--- src/hw/rtl/nfv5_pkg.sv ---
`timescale 1ns / 1ps
// nfv5_pkg: shared constants, field codes and queue entry type for the
// netflow v5 record parser; no dependencies
package nfv5_pkg;

    localparam int MaxRecords = 30;
    localparam int HdrBytes   = 24;
    localparam int RecBytes   = 48;
    localparam int NfVersion  = 5;
    localparam int OffW       = $clog2(RecBytes);
    localparam int QueueDepth = 4;

    // which result field a record byte shifts into
    typedef enum logic [2:0] {
        FLD_NONE,
        FLD_SRC_ADDR,
        FLD_DST_ADDR,
        FLD_OCTETS,
        FLD_SRC_PORT,
        FLD_DST_PORT,
        FLD_PROTO
    } field_t;

    // one classified byte on its way from front to back
    typedef struct packed {
        logic [7:0] data;
        field_t     field;
        logic       emit;
        logic       final_rec;
    } q_entry_t;

    // standard v5 record offsets
    function automatic field_t classify_offset(input logic [OffW-1:0] off);
        field_t f;
        begin
            case (off) inside
                [6'd0:6'd3]:   f = FLD_SRC_ADDR;
                [6'd4:6'd7]:   f = FLD_DST_ADDR;
                [6'd20:6'd23]: f = FLD_OCTETS;
                6'd32, 6'd33:  f = FLD_SRC_PORT;
                6'd34, 6'd35:  f = FLD_DST_PORT;
                6'd38:         f = FLD_PROTO;
                default:       f = FLD_NONE;
            endcase
            return f;
        end
    endfunction

endpackage

--- src/hw/rtl/nfv5_fifo.sv ---
`timescale 1ns / 1ps
// nfv5_fifo: short show-ahead queue between parser front and back
// depends on nfv5_pkg
module nfv5_fifo (
    input  logic              aclk,
    input  logic              aresetn,
    input  logic              push,
    input  nfv5_pkg::q_entry_t push_entry,
    output logic              full,
    output logic              q_valid,
    output nfv5_pkg::q_entry_t q_entry,
    input  logic              pop
);
    import nfv5_pkg::*;

    localparam int AddrW = $clog2(QueueDepth);
    localparam int CntW  = $clog2(QueueDepth + 1);

    q_entry_t           mem [QueueDepth];
    logic [AddrW-1:0]   wr_ptr_reg, wr_ptr_next;
    logic [AddrW-1:0]   rd_ptr_reg, rd_ptr_next;
    logic [CntW-1:0]    count_reg, count_next;

    assign full    = (count_reg == CntW'(QueueDepth));
    assign q_valid = (count_reg != '0);
    assign q_entry = mem[rd_ptr_reg];

    always_comb begin
        wr_ptr_next = push ? wr_ptr_reg + 1'b1 : wr_ptr_reg;
        rd_ptr_next = pop ? rd_ptr_reg + 1'b1 : rd_ptr_reg;
        count_next  = count_reg;
        if (push && !pop) begin
            count_next = count_reg + 1'b1;
        end else if (pop && !push) begin
            count_next = count_reg - 1'b1;
        end
    end

    always_ff @(posedge aclk) begin
        if (push) begin
            mem[wr_ptr_reg] <= push_entry;
        end
    end

    always_ff @(posedge aclk) begin
        if (!aresetn) begin
            wr_ptr_reg <= '0;
            rd_ptr_reg <= '0;
            count_reg  <= '0;
        end else begin
            wr_ptr_reg <= wr_ptr_next;
            rd_ptr_reg <= rd_ptr_next;
            count_reg  <= count_next;
        end
    end

    a_no_push_full: assert property (@(posedge aclk) disable iff (!aresetn)
        full |-> !push || pop)
        else $error("queue written while full");
    a_no_pop_empty: assert property (@(posedge aclk) disable iff (!aresetn)
        pop |-> q_valid)
        else $error("queue read while empty");
    a_count_bound: assert property (@(posedge aclk) disable iff (!aresetn)
        count_reg <= CntW'(QueueDepth))
        else $error("queue count out of range");

endmodule

--- src/hw/rtl/nfv5_front.sv ---
`timescale 1ns / 1ps
// nfv5_front: byte tracking, header checks and record byte classification
// depends on nfv5_pkg
module nfv5_front #(
    parameter int MAX_RECORDS = nfv5_pkg::MaxRecords
) (
    input  logic               aclk,
    input  logic               aresetn,
    input  logic               s_valid,
    input  logic [7:0]         s_data_byte,
    input  logic [15:0]        s_datagram_length,
    input  logic               s_last_byte,
    output logic               s_ready,
    input  logic               q_full,
    output logic               push,
    output nfv5_pkg::q_entry_t push_entry
);
    import nfv5_pkg::*;

    localparam int RecW = $clog2(MAX_RECORDS + 1);

    logic [15:0]     pos_reg, pos_next;
    logic            accepted_reg, accepted_next;
    logic [15:0]     version_reg, version_next;
    logic [15:0]     total_reg, total_next;
    logic [RecW-1:0] rec_num_reg, rec_num_next;
    logic [OffW-1:0] rec_off_reg, rec_off_next;
    logic            accept;
    logic [21:0]     expected_len;
    logic            header_ok;

    assign s_ready = !q_full;
    assign accept  = s_valid && !q_full;

    // 24 + 48 * count as shift-add
    assign expected_len = 22'(HdrBytes) + (22'(total_reg) << 5) + (22'(total_reg) << 4);
    assign header_ok    = (version_reg == 16'(NfVersion))
                       && (total_reg <= 16'(MAX_RECORDS))
                       && ({6'd0, s_datagram_length} == expected_len);

    always_comb begin
        pos_next      = pos_reg;
        accepted_next = accepted_reg;
        version_next  = version_reg;
        total_next    = total_reg;
        rec_num_next  = rec_num_reg;
        rec_off_next  = rec_off_reg;
        push          = 1'b0;
        push_entry    = '{data: s_data_byte, field: FLD_NONE, emit: 1'b0, final_rec: 1'b0};
        if (accept) begin
            if (pos_reg < 16'(HdrBytes)) begin
                if (pos_reg == 16'd0) begin
                    version_next = {s_data_byte, 8'd0};
                end else if (pos_reg == 16'd1) begin
                    version_next = {version_reg[15:8], s_data_byte};
                end else if (pos_reg == 16'd2) begin
                    total_next = {s_data_byte, 8'd0};
                end else if (pos_reg == 16'd3) begin
                    total_next = {total_reg[15:8], s_data_byte};
                end
                if (pos_reg == 16'(HdrBytes - 1)) begin
                    accepted_next = header_ok;
                    rec_num_next  = '0;
                    rec_off_next  = '0;
                end
            end else begin
                rec_off_next = (rec_off_reg == OffW'(RecBytes - 1)) ? '0 : rec_off_reg + 1'b1;
                if (accepted_reg && (16'(rec_num_reg) < total_reg)) begin
                    push_entry.field     = classify_offset(rec_off_reg);
                    push_entry.emit      = (rec_off_reg == OffW'(RecBytes - 1));
                    push_entry.final_rec = push_entry.emit
                                        && ((16'(rec_num_reg) + 16'd1) == total_reg);
                    push = (push_entry.field != FLD_NONE) || push_entry.emit;
                    if (push_entry.emit) begin
                        rec_num_next = rec_num_reg + 1'b1;
                    end
                end
            end
            if (s_last_byte) begin
                pos_next      = '0;
                accepted_next = 1'b0;
                version_next  = '0;
                total_next    = '0;
                rec_num_next  = '0;
                rec_off_next  = '0;
            end else if (pos_reg != 16'hFFFF) begin
                pos_next = pos_reg + 16'd1;
            end
        end
    end

    always_ff @(posedge aclk) begin
        if (!aresetn) begin
            pos_reg      <= '0;
            accepted_reg <= 1'b0;
            version_reg  <= '0;
            total_reg    <= '0;
            rec_num_reg  <= '0;
            rec_off_reg  <= '0;
        end else begin
            pos_reg      <= pos_next;
            accepted_reg <= accepted_next;
            version_reg  <= version_next;
            total_reg    <= total_next;
            rec_num_reg  <= rec_num_next;
            rec_off_reg  <= rec_off_next;
        end
    end

    a_total_bound: assert property (@(posedge aclk) disable iff (!aresetn)
        accepted_reg |-> total_reg <= 16'(MAX_RECORDS))
        else $error("accepted datagram with too many records");
    a_recnum_bound: assert property (@(posedge aclk) disable iff (!aresetn)
        accepted_reg |-> 16'(rec_num_reg) <= total_reg)
        else $error("record number ran past record count");
    a_final_emit: assert property (@(posedge aclk) disable iff (!aresetn)
        push && push_entry.final_rec |-> push_entry.emit)
        else $error("final flag on a byte that closes no record");

endmodule

--- src/hw/rtl/nfv5_back.sv ---
`timescale 1ns / 1ps
// nfv5_back: field assembly from classified bytes and result output register
// depends on nfv5_pkg
module nfv5_back (
    input  logic               aclk,
    input  logic               aresetn,
    input  logic               q_valid,
    input  nfv5_pkg::q_entry_t q_entry,
    output logic               pop,
    output logic               m_valid,
    input  logic               m_ready,
    output logic [7:0]         m_ip_protocol,
    output logic [31:0]        m_octet_count,
    output logic [31:0]        m_source_address,
    output logic [31:0]        m_destination_address,
    output logic [15:0]        m_source_port,
    output logic [15:0]        m_destination_port,
    output logic               m_final_record
);
    import nfv5_pkg::*;

    logic [31:0] src_addr_reg;
    logic [31:0] dst_addr_reg;
    logic [31:0] octets_reg;
    logic [15:0] src_port_reg;
    logic [15:0] dst_port_reg;
    logic [7:0]  proto_reg;
    logic        m_valid_reg, m_valid_next;
    logic        out_free;
    logic        load_out;

    assign out_free = !m_valid_reg || m_ready;
    assign pop      = q_valid && (!q_entry.emit || out_free);
    assign load_out = pop && q_entry.emit;
    assign m_valid  = m_valid_reg;

    always_comb begin
        m_valid_next = m_valid_reg;
        if (m_valid_reg && m_ready) begin
            m_valid_next = 1'b0;
        end
        if (load_out) begin
            m_valid_next = 1'b1;
        end
    end

    // field shifters, every field fully rewritten once per record
    always_ff @(posedge aclk) begin
        if (pop) begin
            case (q_entry.field)
                FLD_SRC_ADDR: src_addr_reg <= {src_addr_reg[23:0], q_entry.data};
                FLD_DST_ADDR: dst_addr_reg <= {dst_addr_reg[23:0], q_entry.data};
                FLD_OCTETS:   octets_reg   <= {octets_reg[23:0], q_entry.data};
                FLD_SRC_PORT: src_port_reg <= {src_port_reg[7:0], q_entry.data};
                FLD_DST_PORT: dst_port_reg <= {dst_port_reg[7:0], q_entry.data};
                FLD_PROTO:    proto_reg    <= q_entry.data;
                default:      ;
            endcase
        end
        if (load_out) begin
            m_ip_protocol         <= proto_reg;
            m_octet_count         <= octets_reg;
            m_source_address      <= src_addr_reg;
            m_destination_address <= dst_addr_reg;
            m_source_port         <= src_port_reg;
            m_destination_port    <= dst_port_reg;
            m_final_record        <= q_entry.final_rec;
        end
    end

    always_ff @(posedge aclk) begin
        if (!aresetn) begin
            m_valid_reg <= 1'b0;
        end else begin
            m_valid_reg <= m_valid_next;
        end
    end

    a_no_overwrite: assert property (@(posedge aclk) disable iff (!aresetn)
        load_out |-> out_free)
        else $error("pending result overwritten");

endmodule

--- src/hw/rtl/netflow_v5_record_parser_top.sv ---
`timescale 1ns / 1ps
// netflow_v5_record_parser_top: top level of the netflow v5 record parser
// depends on nfv5_pkg, nfv5_front, nfv5_fifo, nfv5_back
//
// Takes a received datagram one byte per transfer on the s_ channel and
// gives one transfer on the m_ channel for each complete 48-byte flow
// record of a datagram whose header passes its checks (version 5, record
// count at most MAX_RECORDS, length equal to 24 plus 48 times the count);
// a datagram that fails is dropped without any result. A transfer with
// s_last_byte set ends the datagram and parsing restarts with the next
// byte. The block takes one byte every clock while s_ready is high: the
// front tracks position and classifies bytes in the cycle they arrive, a
// four-entry queue holds classified bytes, and the back shifts them into
// the record fields and loads the output register when the byte that
// closes a record leaves the queue. s_ready drops only when the queue is
// full, which happens only while m_ready is held low with results pending.
module netflow_v5_record_parser_top #(
    parameter int MAX_RECORDS = nfv5_pkg::MaxRecords
) (
    input  logic        aclk,
    input  logic        aresetn,
    // byte input
    input  logic        s_valid,
    output logic        s_ready,
    input  logic [7:0]  s_data_byte,
    input  logic [15:0] s_datagram_length,
    input  logic        s_last_byte,
    // record output
    output logic        m_valid,
    input  logic        m_ready,
    output logic [7:0]  m_ip_protocol,
    output logic [31:0] m_octet_count,
    output logic [31:0] m_source_address,
    output logic [31:0] m_destination_address,
    output logic [15:0] m_source_port,
    output logic [15:0] m_destination_port,
    output logic        m_final_record
);
    import nfv5_pkg::*;

    // front to queue
    logic     push;
    q_entry_t push_entry;
    logic     q_full;
    // queue to back
    logic     q_valid;
    q_entry_t q_entry;
    logic     pop;

    // position tracking, header checks and byte classification
    nfv5_front #(
        .MAX_RECORDS(MAX_RECORDS)
    ) u_front (
        .aclk              (aclk),
        .aresetn           (aresetn),
        .s_valid           (s_valid),
        .s_data_byte       (s_data_byte),
        .s_datagram_length (s_datagram_length),
        .s_last_byte       (s_last_byte),
        .s_ready           (s_ready),
        .q_full            (q_full),
        .push              (push),
        .push_entry        (push_entry)
    );

    // decouples byte intake from result stalls
    nfv5_fifo u_fifo (
        .aclk       (aclk),
        .aresetn    (aresetn),
        .push       (push),
        .push_entry (push_entry),
        .full       (q_full),
        .q_valid    (q_valid),
        .q_entry    (q_entry),
        .pop        (pop)
    );

    // field assembly and output register
    nfv5_back u_back (
        .aclk                  (aclk),
        .aresetn               (aresetn),
        .q_valid               (q_valid),
        .q_entry               (q_entry),
        .pop                   (pop),
        .m_valid               (m_valid),
        .m_ready               (m_ready),
        .m_ip_protocol         (m_ip_protocol),
        .m_octet_count         (m_octet_count),
        .m_source_address      (m_source_address),
        .m_destination_address (m_destination_address),
        .m_source_port         (m_source_port),
        .m_destination_port    (m_destination_port),
        .m_final_record        (m_final_record)
    );

endmodule

--- config.mk ---
export PLATFORM = sky130hd
export DESIGN_NAME = netflow_v5_record_parser_top
export DESIGN_NICKNAME = d
export VERILOG_FILES = /design/src/hw/rtl/nfv5_pkg.sv /design/src/hw/rtl/nfv5_fifo.sv /design/src/hw/rtl/nfv5_front.sv /design/src/hw/rtl/nfv5_back.sv /design/src/hw/rtl/netflow_v5_record_parser_top.sv
export SDC_FILE = /design/constraint.sdc
export NUM_CORES = 1
export LEC_CHECK = 0
export ABC_CLOCK_PERIOD_IN_PS = 11550
export BUFFER_PORTS_ARGS = -buffer_cell sky130_fd_sc_hd__buf_2
export CAP_MARGIN = 20
export CORE_ASPECT_RATIO = 0.75
export CORE_MARGIN = 4
export CORE_UTILIZATION = 45
export CTS_CLUSTER_DIAMETER = 200
export DETAILED_ROUTE_END_ITERATION = 10
export SLEW_MARGIN = 10
export SYNTH_ARGS = -nofsm -noshare
export SYNTH_HDL_FRONTEND = slang
export SYNTH_SLANG_ARGS = --single-unit
--- constraint.sdc ---
create_clock -name aclk -period 11.55 [get_ports aclk]
set_input_delay 1.7325 -clock aclk [delete_from_list [all_inputs] [get_ports aclk]]
set_output_delay 1.7325 -clock aclk [all_outputs]
set_load 0.01 [all_outputs]
==> results of run 1 <==
layout by cell type (no fill, tap or decap), drive strengths merged, types with 4 or more instances in the layout:
cell / Yosys / layout
a211oi: 5 / 5
a21boi: 31 / 31
a21o: 4 / 4
a21oi: 31 / 31
a22oi: 8 / 8
a31oi: 8 / 8
and2: 12 / 12
and3: 5 / 5
buf: 10 / 170
clkbuf: 13 / 52
clkinv: 0 / 13
dfxtp: 70 / 70
edfxtp: 325 / 325
ha: 46 / 46
inv: 37 / 40
mux2i: 5 / 5
mux4: 13 / 13
nand2: 52 / 52
nand2b: 8 / 8
nand3: 33 / 33
nand3b: 10 / 10
nand4: 10 / 10
nor2: 53 / 53
nor2b: 22 / 22
nor3: 12 / 12
nor4: 10 / 10
nor4b: 4 / 4
o211ai: 5 / 5
o21a: 7 / 7
o21ai: 28 / 28
o31ai: 4 / 4
or3: 8 / 8
xnor2: 25 / 25
xor2: 17 / 17
per-stage QoR:
stage                     std cells  total power [W]  util (%)  area [µm²]  worst slack (ps)
after floorplan                 959          0.00228         -       15100              5710
after global placement         1547          0.00255      50.2       16400              7110
after detailed placement       1548          0.00255      50.2       16400              7070
after CTS                      1617          0.00372      53.8       17600              7340
after global routing           1617          0.00385      53.8       17600              7070
final                          1617          0.00366      53.8       17600              7430
power by group through the flow:
stage | combinational [W] | clock, W | sequential, W
after floorplan | 0.000269 | 0 | 0.00201
after global placement | 0.000605 | 0 | 0.00194
after detailed placement | 0.000609 | 0 | 0.00194
after CTS | 0.000610 | 0.00120 | 0.00191
after global routing | 0.000652 | 0.00127 | 0.00193
final | 0.000594 | 0.00117 | 0.00190
cell type report:
cell class	count	area (µm²)	area share, %
flip-flops and latches	395	11200	63.3
clock inverters	17	118	0.668
clock buffers	52	1060	6.04
multi-input cells	504	3730	21.1
repair buffers	170	858	4.87
well taps	442	553	3.14
inverters	37	139	0.788
worst max path at each step:
stage,from,endpoint,slack (ps)
final,register,u_back.m_destination_address[24]$_DFFE_PP_,7430
after global routing,register,u_back.m_destination_address[21]$_DFFE_PP_,7070
after CTS,register,u_back.m_destination_address[21]$_DFFE_PP_,7340
after detailed placement,m_ready,u_back.m_destination_address[31]$_DFFE_PP_,7070
after global placement,m_ready,u_back.m_destination_address[31]$_DFFE_PP_,7110
after floorplan,m_ready,u_back.m_destination_address[0]$_DFFE_PP_,5710
metal layers:
| layer | track usage (%) | routed length, µm | vias to the layer above |
|---|---|---|---|
| li1 | - | - | 3991 |
| met3 | 3.11 | 1680 | 39 |
| met5 | 0 | 0 | - |
| met2 | 23.7 | 12700 | 208 |
| met1 | 23.2 | 13900 | 3965 |
| met4 | 4.23 | 584 | 0 |
cells by family after synthesis:
| logic type | count (synthesis) | share of synthesized area [%] |
|---|---|---|
| xor gates and xnor gates | 42 | 2.48 |
| muxes | 18 | 2.27 |
| buffers and inverters | 60 | 1.67 |
| AOI/OAI and AO/OA | 150 | 6.99 |
| DFF | 395 | 73.9 |
| adders and majority gates | 48 | 4.07 |
| and+or+nand+nor | 246 | 8.65 |
==> results.ini, run 1 <==
[routing]
via_count = 8203
viasPerCell = 5.07
firstDrtPassIters = 5
drt_iter0_drc = 529
post_drt_wl_per_cell_um = 17.8
route.detailed.drc = 0
antenna_left = 0
drt_wl_total_um = 28800

[place]
dp_hpwl_um = 19800
finalWeightedCongestion = 0.804
port_buffers = 167

[logic_synthesis]
ys_top_cells_by_area = edfxtp_1 (65%), dfxtp_1 (9.3%), ha_1 (3.8%), mux4_2 (1.9%), xnor2_1 (1.4%)
synth_area_um2 = 15100
synth_edf_count = 325
synthArstFlopShare_pct = 0
ys.flop_type = edfxtp_1
ys_types = 71
yosys.area.top_type = edfxtp_1
syn_nets = 1036
seq_area_frac_synth_pct = 73.9
postSynthCellCount = 959
yosys_warnings = 0
yosysTopAreaCellShare_pct = 64.6
synthTopCellsByCount = edfxtp_1 (325), dfxtp_1 (70), nor2_1 (52)
ys_ff_latch = 395
synth_most_common_cell = edfxtp_1
syn_avg_cell_area_um2 = 15.8

[clocking]
cts_resized = 0
clock_path_buffers = 3
clock-root-buffer = clkbuf_16
ctsHoldBuffers = 0
clk_latency_ps = 540
cts_sinks = 395
cts_setup_buffers = 0
clk_pin_slew_worst_paths_ps = 70
htreeDepth = 2
cts_tree = built
cts_made_buffers = 39

[global_route]
track_usage_pct = 15.6
antenna_found_initial = 0
grt_first_pass_wirelength_um = 45000
grt_pass1_vias = 7965
grt_max_degree = 83
grt_overflow = 0

[setup_path]
crit_slowest_cell = buf_4
arrival_ps = 4270
required_ps = 11700
crit_path_max_incr_delay_ps = 910
critical_path.max_fanout = 82
reg2reg_slack_ps = 7430
setup.worst_path.start_class = register
timing.rr.end = u_back.m_destination_address[24]$_DFFE_PP_
cp_cell_sequence = mux4_2 > a21oi_1 > and2_4 > buf_4
ff2ff_path_depth = 4
crit_family = buffers and inverters
path_buf_inv = 1
critPathKind = reg2reg
cp.depth = 4
end_kind = register

[cells_and_area]
regMostFlops = u_fifo.mem
num_antenna_cells = 0
largest_reg_flops = 52
drive_gt1_share_pct = 22.6
area_delta_synth_final_pct = 16.6
num-fill-cells = 2679
num-nets-final = 1224

[min_path]
min_from = u_back.dst_port_reg[11]$_DFFE_PP_
hold_path_depth = 0
holdPathEnd = u_back.m_destination_port[11]$_DFFE_PP_
hold_class = reg2reg

[power_and_ir_drop]
clockPowerShare_pct = 31.8
seq_power_share_pct = 51.9
swShare_pct = 27.2
p_per_area_nw_per_um2 = 208
p_int_w = 0.00267
p_leak_nw = 6.18
ir_worst_vdd_v = 0.000116
power_frac_comb_pct = 16.2
p_sw_w = 0.000995

[sta]
worst_pin_slew_ps = 1050
slew_headroom_pct = 30.1
hold_viol = 0
rsz0062_at_grt = false
post-route-period-util_pct = 35.7
slew_viol_final = 0
fin_skew_ps = 12.9
fin_crit_ps = 4120
fmax_ghz = 0.243
setup_violations = 0
fin_tns_setup_ps = 0
holdWs_ps = 415

[run]
cap_violations = 0

[floorplan]
die_h_um = 167
chipWidth_um = 220
core-area_um2 = 32700
num_rows = 57
dieArea_um2 = 36600
initial_core_util_pct = 46.2
io_pins = 168

[status]
status = complete, no violations

(Power assumes the default switching activity.)
==> inputs of run 2 (changes only) <==
Settings changed: ABC_CLOCK_PERIOD_IN_PS 11550 to 3800.
Clock period 11.55 ns to 3.8 ns, I/O delays scaled along.
==> results.ini, run 2 (synthesis results as in run 1) <==
[status]
status = complete, no violations

[setup_path]
end_kind = register
cp_cell_sequence = inv_1 > ha_1 > nor2b_1 > o21a_1 > o21a_1 > o211ai_1 > nand4_1 > a41o_1 > inv_1 > ha_1 > inv_1 > fa_1 > xor2_1 > or3_1 > a21boi_0
path_buf_inv = 3
critPathKind = reg2reg
arrival_ps = 3910
required_ps = 4250
critical_path.max_fanout = 7
crit_slowest_cell = dfxtp_2
setup.worst_path.start_class = register
crit_path_max_incr_delay_ps = 400
crit_top_cell = inv_1
crit_family = compound AO/OA/AOI/OAI gates

[routing]
via_count = 8308
drt_wl_total_um = 29600
highest_layer = met4
drt_iter0_drc = 550
route.detailed.drc = 0
firstDrtPassIters = 5
wl_met1_um = 14100
viasPerCell = 5.10
wl_met2_um = 12900
wl_met3_um = 1890
antenna_left = 0
post_drt_wl_per_cell_um = 18.2

[floorplan]
die_h_um = 167
core-area_um2 = 32700
num_rows = 57
chipWidth_um = 220
dieArea_um2 = 36600
initial_core_util_pct = 46.2
io_pins = 168

[global_route]
grt_first_pass_wirelength_um = 46000
grt_pass1_vias = 7967
antenna_found_initial = 0
grt_max_degree = 50
track_usage_pct = 16.1
grt_overflow = 0

[cells_and_area]
num-nets-final = 1233
drive_gt1_share_pct = 22.9
final_cell_mix = edfxtp_1 (325), buf_2 (167), dfxtp_1 (69)
area_delta_synth_final_pct = 17.6
fin_cells = 1628
multi_input_comb_area_um2 = 3720
regMostFlops = u_fifo.mem
largest_reg_flops = 52
regArea_um2 = 11200
num-fill-cells = 2657
num_antenna_cells = 0
final_common_cell = edfxtp_1

[sta]
slew_viol_final = 0
setup_violations = 0
hold_viol = 0
fin_skew_ps = 14.0
slew_headroom_pct = 29.4
post-route-period-util_pct = 91.1
fin_tns_setup_ps = 0
fin_crit_ps = 3460
rsz0062_at_grt = false
fmax_ghz = 0.289
setup_slack_ps = 338
worst_pin_slew_ps = 1050

[clocking]
cts_sinks = 395
clock_path_buffers = 3
cts_tree = built
clk_pin_slew_worst_paths_ps = 60
htreeDepth = 2
clk_latency_ps = 530
clock-root-buffer = clkbuf_16
cts_made_buffers = 39
ctsHoldBuffers = 0

[min_path]
hold_class = in2reg

[power_and_ir_drop]
p_leak_nw = 6.23
p_int_w = 0.00854
clockPowerShare_pct = 31.4
swShare_pct = 27.4
ir_worst_vdd_v = 0.000317
p_per_area_nw_per_um2 = 662
seq_power_share_pct = 50.7
p_sw_w = 0.00322
power_frac_comb_pct = 17.9

[place]
port_buffers = 167
dp_hpwl_um = 20300
finalWeightedCongestion = 0.830
dp_slack_ps = 230
placed_cells = 1557

[run]
cap_violations = 0

-- run 2: final timing paths --
| kind | from | to | slack, ps | cells after the start |
|---|---|---|---|---|
| worst min register to register | u_back.dst_port_reg[12]$_DFFE_PP_ | u_back.m_destination_port[12]$_DFFE_PP_ | 410 | 0 |
| worst min-delay path | m_ready | u_back.m_valid$_SDFFE_PN0P_ | 380 | 3 |
| worst max-delay path | u_front.total_reg[1]$_SDFFE_PN0P_ | u_fifo.count_reg[2]$_SDFFE_PN0P_ | 340 | 15 |
| worst max register to register | u_front.total_reg[1]$_SDFFE_PN0P_ | u_fifo.count_reg[2]$_SDFFE_PN0P_ | 340 | 15 |
-- run 2: power groups by stage --
stage,sequential [W],combinational (W),clock [W]
finish,0.00597,0.00210,0.00370
detailed placement,0.00607,0.00216,0
global placement,0.00605,0.00215,0
global route,0.00604,0.00232,0.00400
CTS,0.00598,0.00217,0.00381
floorplan,0.00631,0.000886,0
-- run 2: worst register-to-register path: stages (launching register included) --
cell,delay (ps)
dfxtp_2,400
inv_1,110
ha_1,280
nor2b_1,130
o21a_1,170
o21a_1,170
o211ai_1,270
nand4_1,160
a41o_1,290
inv_1,130
ha_1,200
inv_1,60
fa_1,380
xor2_1,180
or3_1,310
a21boi_0,170
-- run 2: timing repair --
action / 4_1_cts / 5_1_grt
setup buffers: 0 / 0
gates resized for setup: 0 / 1
endpoints found under the hold margin: 0 / 0
endpoints found under the setup margin: 0 / 1
-- run 2: stage by stage --
| stage | utilization [%] | total power (W) | area, µm² | hold slack [ps] |
|---|---|---|---|---|
| 2_1_floorplan | - | 0.00720 | 15100 | 400 |
| 4_1_cts | 54.3 | 0.0120 | 17800 | 352 |
| 5_1_grt | 54.3 | 0.0124 | 17800 | 380 |
| 3_3_place_gp | 50.5 | 0.00821 | 16500 | 400 |
| 3_5_place_dp | 50.5 | 0.00823 | 16500 | 405 |
| 6_report | 54.3 | 0.0118 | 17800 | 377 |
-- run 2: area by class of cell --
class,instances,share of cell area [%]
Clock inverter,24,1.29
Sequential cell,395,62.8
Inverter,37,0.781
Multi-Input combinational cell,504,20.9
Tap cell,442,3.11
Clock buffer,47,5.66
Timing Repair Buffer,179,5.42
-- run 2: per-layer routing --
layer / track usage, % / vias up
li1: - / 4003
met1: 23.9 / 4020
met2: 24.4 / 243
met3: 3.17 / 42
met4: 4.12 / 0
met5: 0 / -
==> inputs of run 3 (changes only) <==
Settings changed: CORE_UTILIZATION 45 to 58, PLACE_DENSITY set to 0.79.
==> results.ini, run 3 (synthesis results as in run 1) <==
[status]
status = complete, no violations

[sta]
post-route-period-util_pct = 94.7
setup_violations = 0
hold_viol = 0
rsz0062_at_grt = false
slew_headroom_pct = 35.2
setup_slack_ps = 203
fin_skew_ps = 17.4
fin_crit_ps = 3600
fin_tns_setup_ps = 0
worst_pin_slew_ps = 968
slew_viol_final = 0
fmax_ghz = 0.278

[global_route]
track_usage_pct = 21.8
antenna_found_initial = 0
grt_max_degree = 50
grt_first_pass_wirelength_um = 48800
grt_pass1_vias = 8427
grt_overflow = 0

[routing]
antenna_left = 0
wl_met3_um = 2150
drt_wl_total_um = 31700
firstDrtPassIters = 6
wl_met2_um = 15400
viasPerCell = 5.67
wl_met1_um = 13800
via_count = 8620
drt_iter0_drc = 750
route.detailed.drc = 0
post_drt_wl_per_cell_um = 20.9
highest_layer = met4

[floorplan]
core-area_um2 = 25300
die_h_um = 148
dieArea_um2 = 28700
chipWidth_um = 194
num_rows = 50
initial_core_util_pct = 59.8
io_pins = 168

[cells_and_area]
drive_gt1_share_pct = 22.7
final_cell_mix = edfxtp_1 (325), buf_2 (167), dfxtp_1 (70)
final_common_cell = edfxtp_1
num_antenna_cells = 0
num-nets-final = 1231
regMostFlops = u_fifo.mem
largest_reg_flops = 52
area_delta_synth_final_pct = 15.9
post-route-util_pct = 69.3

[clocking]
cts_resized = 0
htreeDepth = 2
clk_latency_ps = 520
cts_setup_buffers = 0
cts_tree = built
cts_sinks = 395
clock-root-buffer = clkbuf_16
clk_pin_slew_worst_paths_ps = 60
clock_path_buffers = 3
ctsHoldBuffers = 0
cts_made_buffers = 36

[power_and_ir_drop]
p_leak_nw = 6.19
power.total_w = 0.0116
p_per_area_nw_per_um2 = 661
ir_worst_vdd_v = 0.000490

[setup_path]
path_buf_inv = 3
crit_slowest_cell = dfxtp_1
arrival_ps = 4020
timing.rr.end = u_fifo.count_reg[2]$_SDFFE_PN0P_
r2r_start = u_front.total_reg[1]$_SDFFE_PN0P_
crit_start = u_front.total_reg[1]$_SDFFE_PN0P_
cp_cell_sequence = inv_1 > ha_1 > nor2b_1 > o21a_1 > o21a_1 > o211ai_1 > nand4_1 > a41o_1 > inv_1 > ha_1 > inv_1 > fa_1 > xor2_1 > or3_1 > a21boi_0
end_kind = register
reg2reg_slack_ps = 200
ff2ff_path_depth = 15
setup.worst_path.start_class = register
crit_top_cell = inv_1
critPathKind = reg2reg
crit_path_max_incr_delay_ps = 440
critical_path.max_fanout = 7
crit_family = compound AO/OA/AOI/OAI gates
required_ps = 4230

[min_path]
hold_path_depth = 3
holdPathEnd = u_back.m_valid$_SDFFE_PN0P_
hold_class = in2reg
min_from = m_ready

[place]
dp_slack_ps = 245
port_buffers = 167
dp_hpwl_um = 20700
finalWeightedCongestion = 0.906

[run]
cap_violations = 0

==> run 3: changes by cell type in the layout (fill, tap and decap cells not counted), sizes merged <==
| cell | delta |
|---|---|
| bufinv | -2 |
| inv | -2 |
| clkinv | -2 |
| buf | +1 |
| clkinvlp | -3 |
| clkbuf | +3 |
==> run 3: how the worst max path moves through the flow <==
stage	endpoint	slack [ps]	depth (start not counted)
floorplan	u_back.m_destination_address[0]$_DFFE_PP_	330	3
global placement	u_fifo.count_reg[2]$_SDFFE_PN0P_	380	15
detailed placement	u_fifo.count_reg[2]$_SDFFE_PN0P_	240	15
CTS	u_fifo.count_reg[2]$_SDFFE_PN0P_	220	15
global route	u_fifo.count_reg[2]$_SDFFE_PN0P_	20	15
finish	u_fifo.count_reg[2]$_SDFFE_PN0P_	200	15
==> run 3: report_power, final <==
part | internal, W | total [W] | switching, W | leakage, nW
sequential | 0.00573 | 0.00604 | 0.000309 | 3.53
combinational | 0.000688 | 0.00209 | 0.00141 | 2.11
clock | 0.00191 | 0.00343 | 0.00152 | 0.544
total | 0.00833 | 0.0116 | 0.00324 | 6.19
==> run 3: cell type report <==
class,instances,area [µm²]
clock inverter,15,116
inverter,37,139
clock buffer,50,993
sequential,395,11200
fill,1648,7770
timing repair buffer,180,958
multi-input combinational,504,3720
tap,338,423
==> run 3: metal layers <==
layer  track usage [%]  vias to the layer above
met5                 0                        -
met4              5.20                        0
met3              4.12                       35
met2              36.0                      372
met1              30.6                     4218
li1                  -                     3995
==> run 3: tightest hold or removal path, stage by stage <==
cell,delay (ps)
buf_2,80
nor2b_1,50
o21a_1,170
==> run 3: per-stage QoR <==
step | instance area (µm²) | hold WS (ps) | instances
final | 17500 | 406 | 1519
after global routing | 17500 | 386 | 1519
after CTS | 17500 | 386 | 1519
after detailed placement | 16400 | 405 | 1454
after global placement | 16400 | 400 | 1454
after floorplan | 15100 | 400 | 959
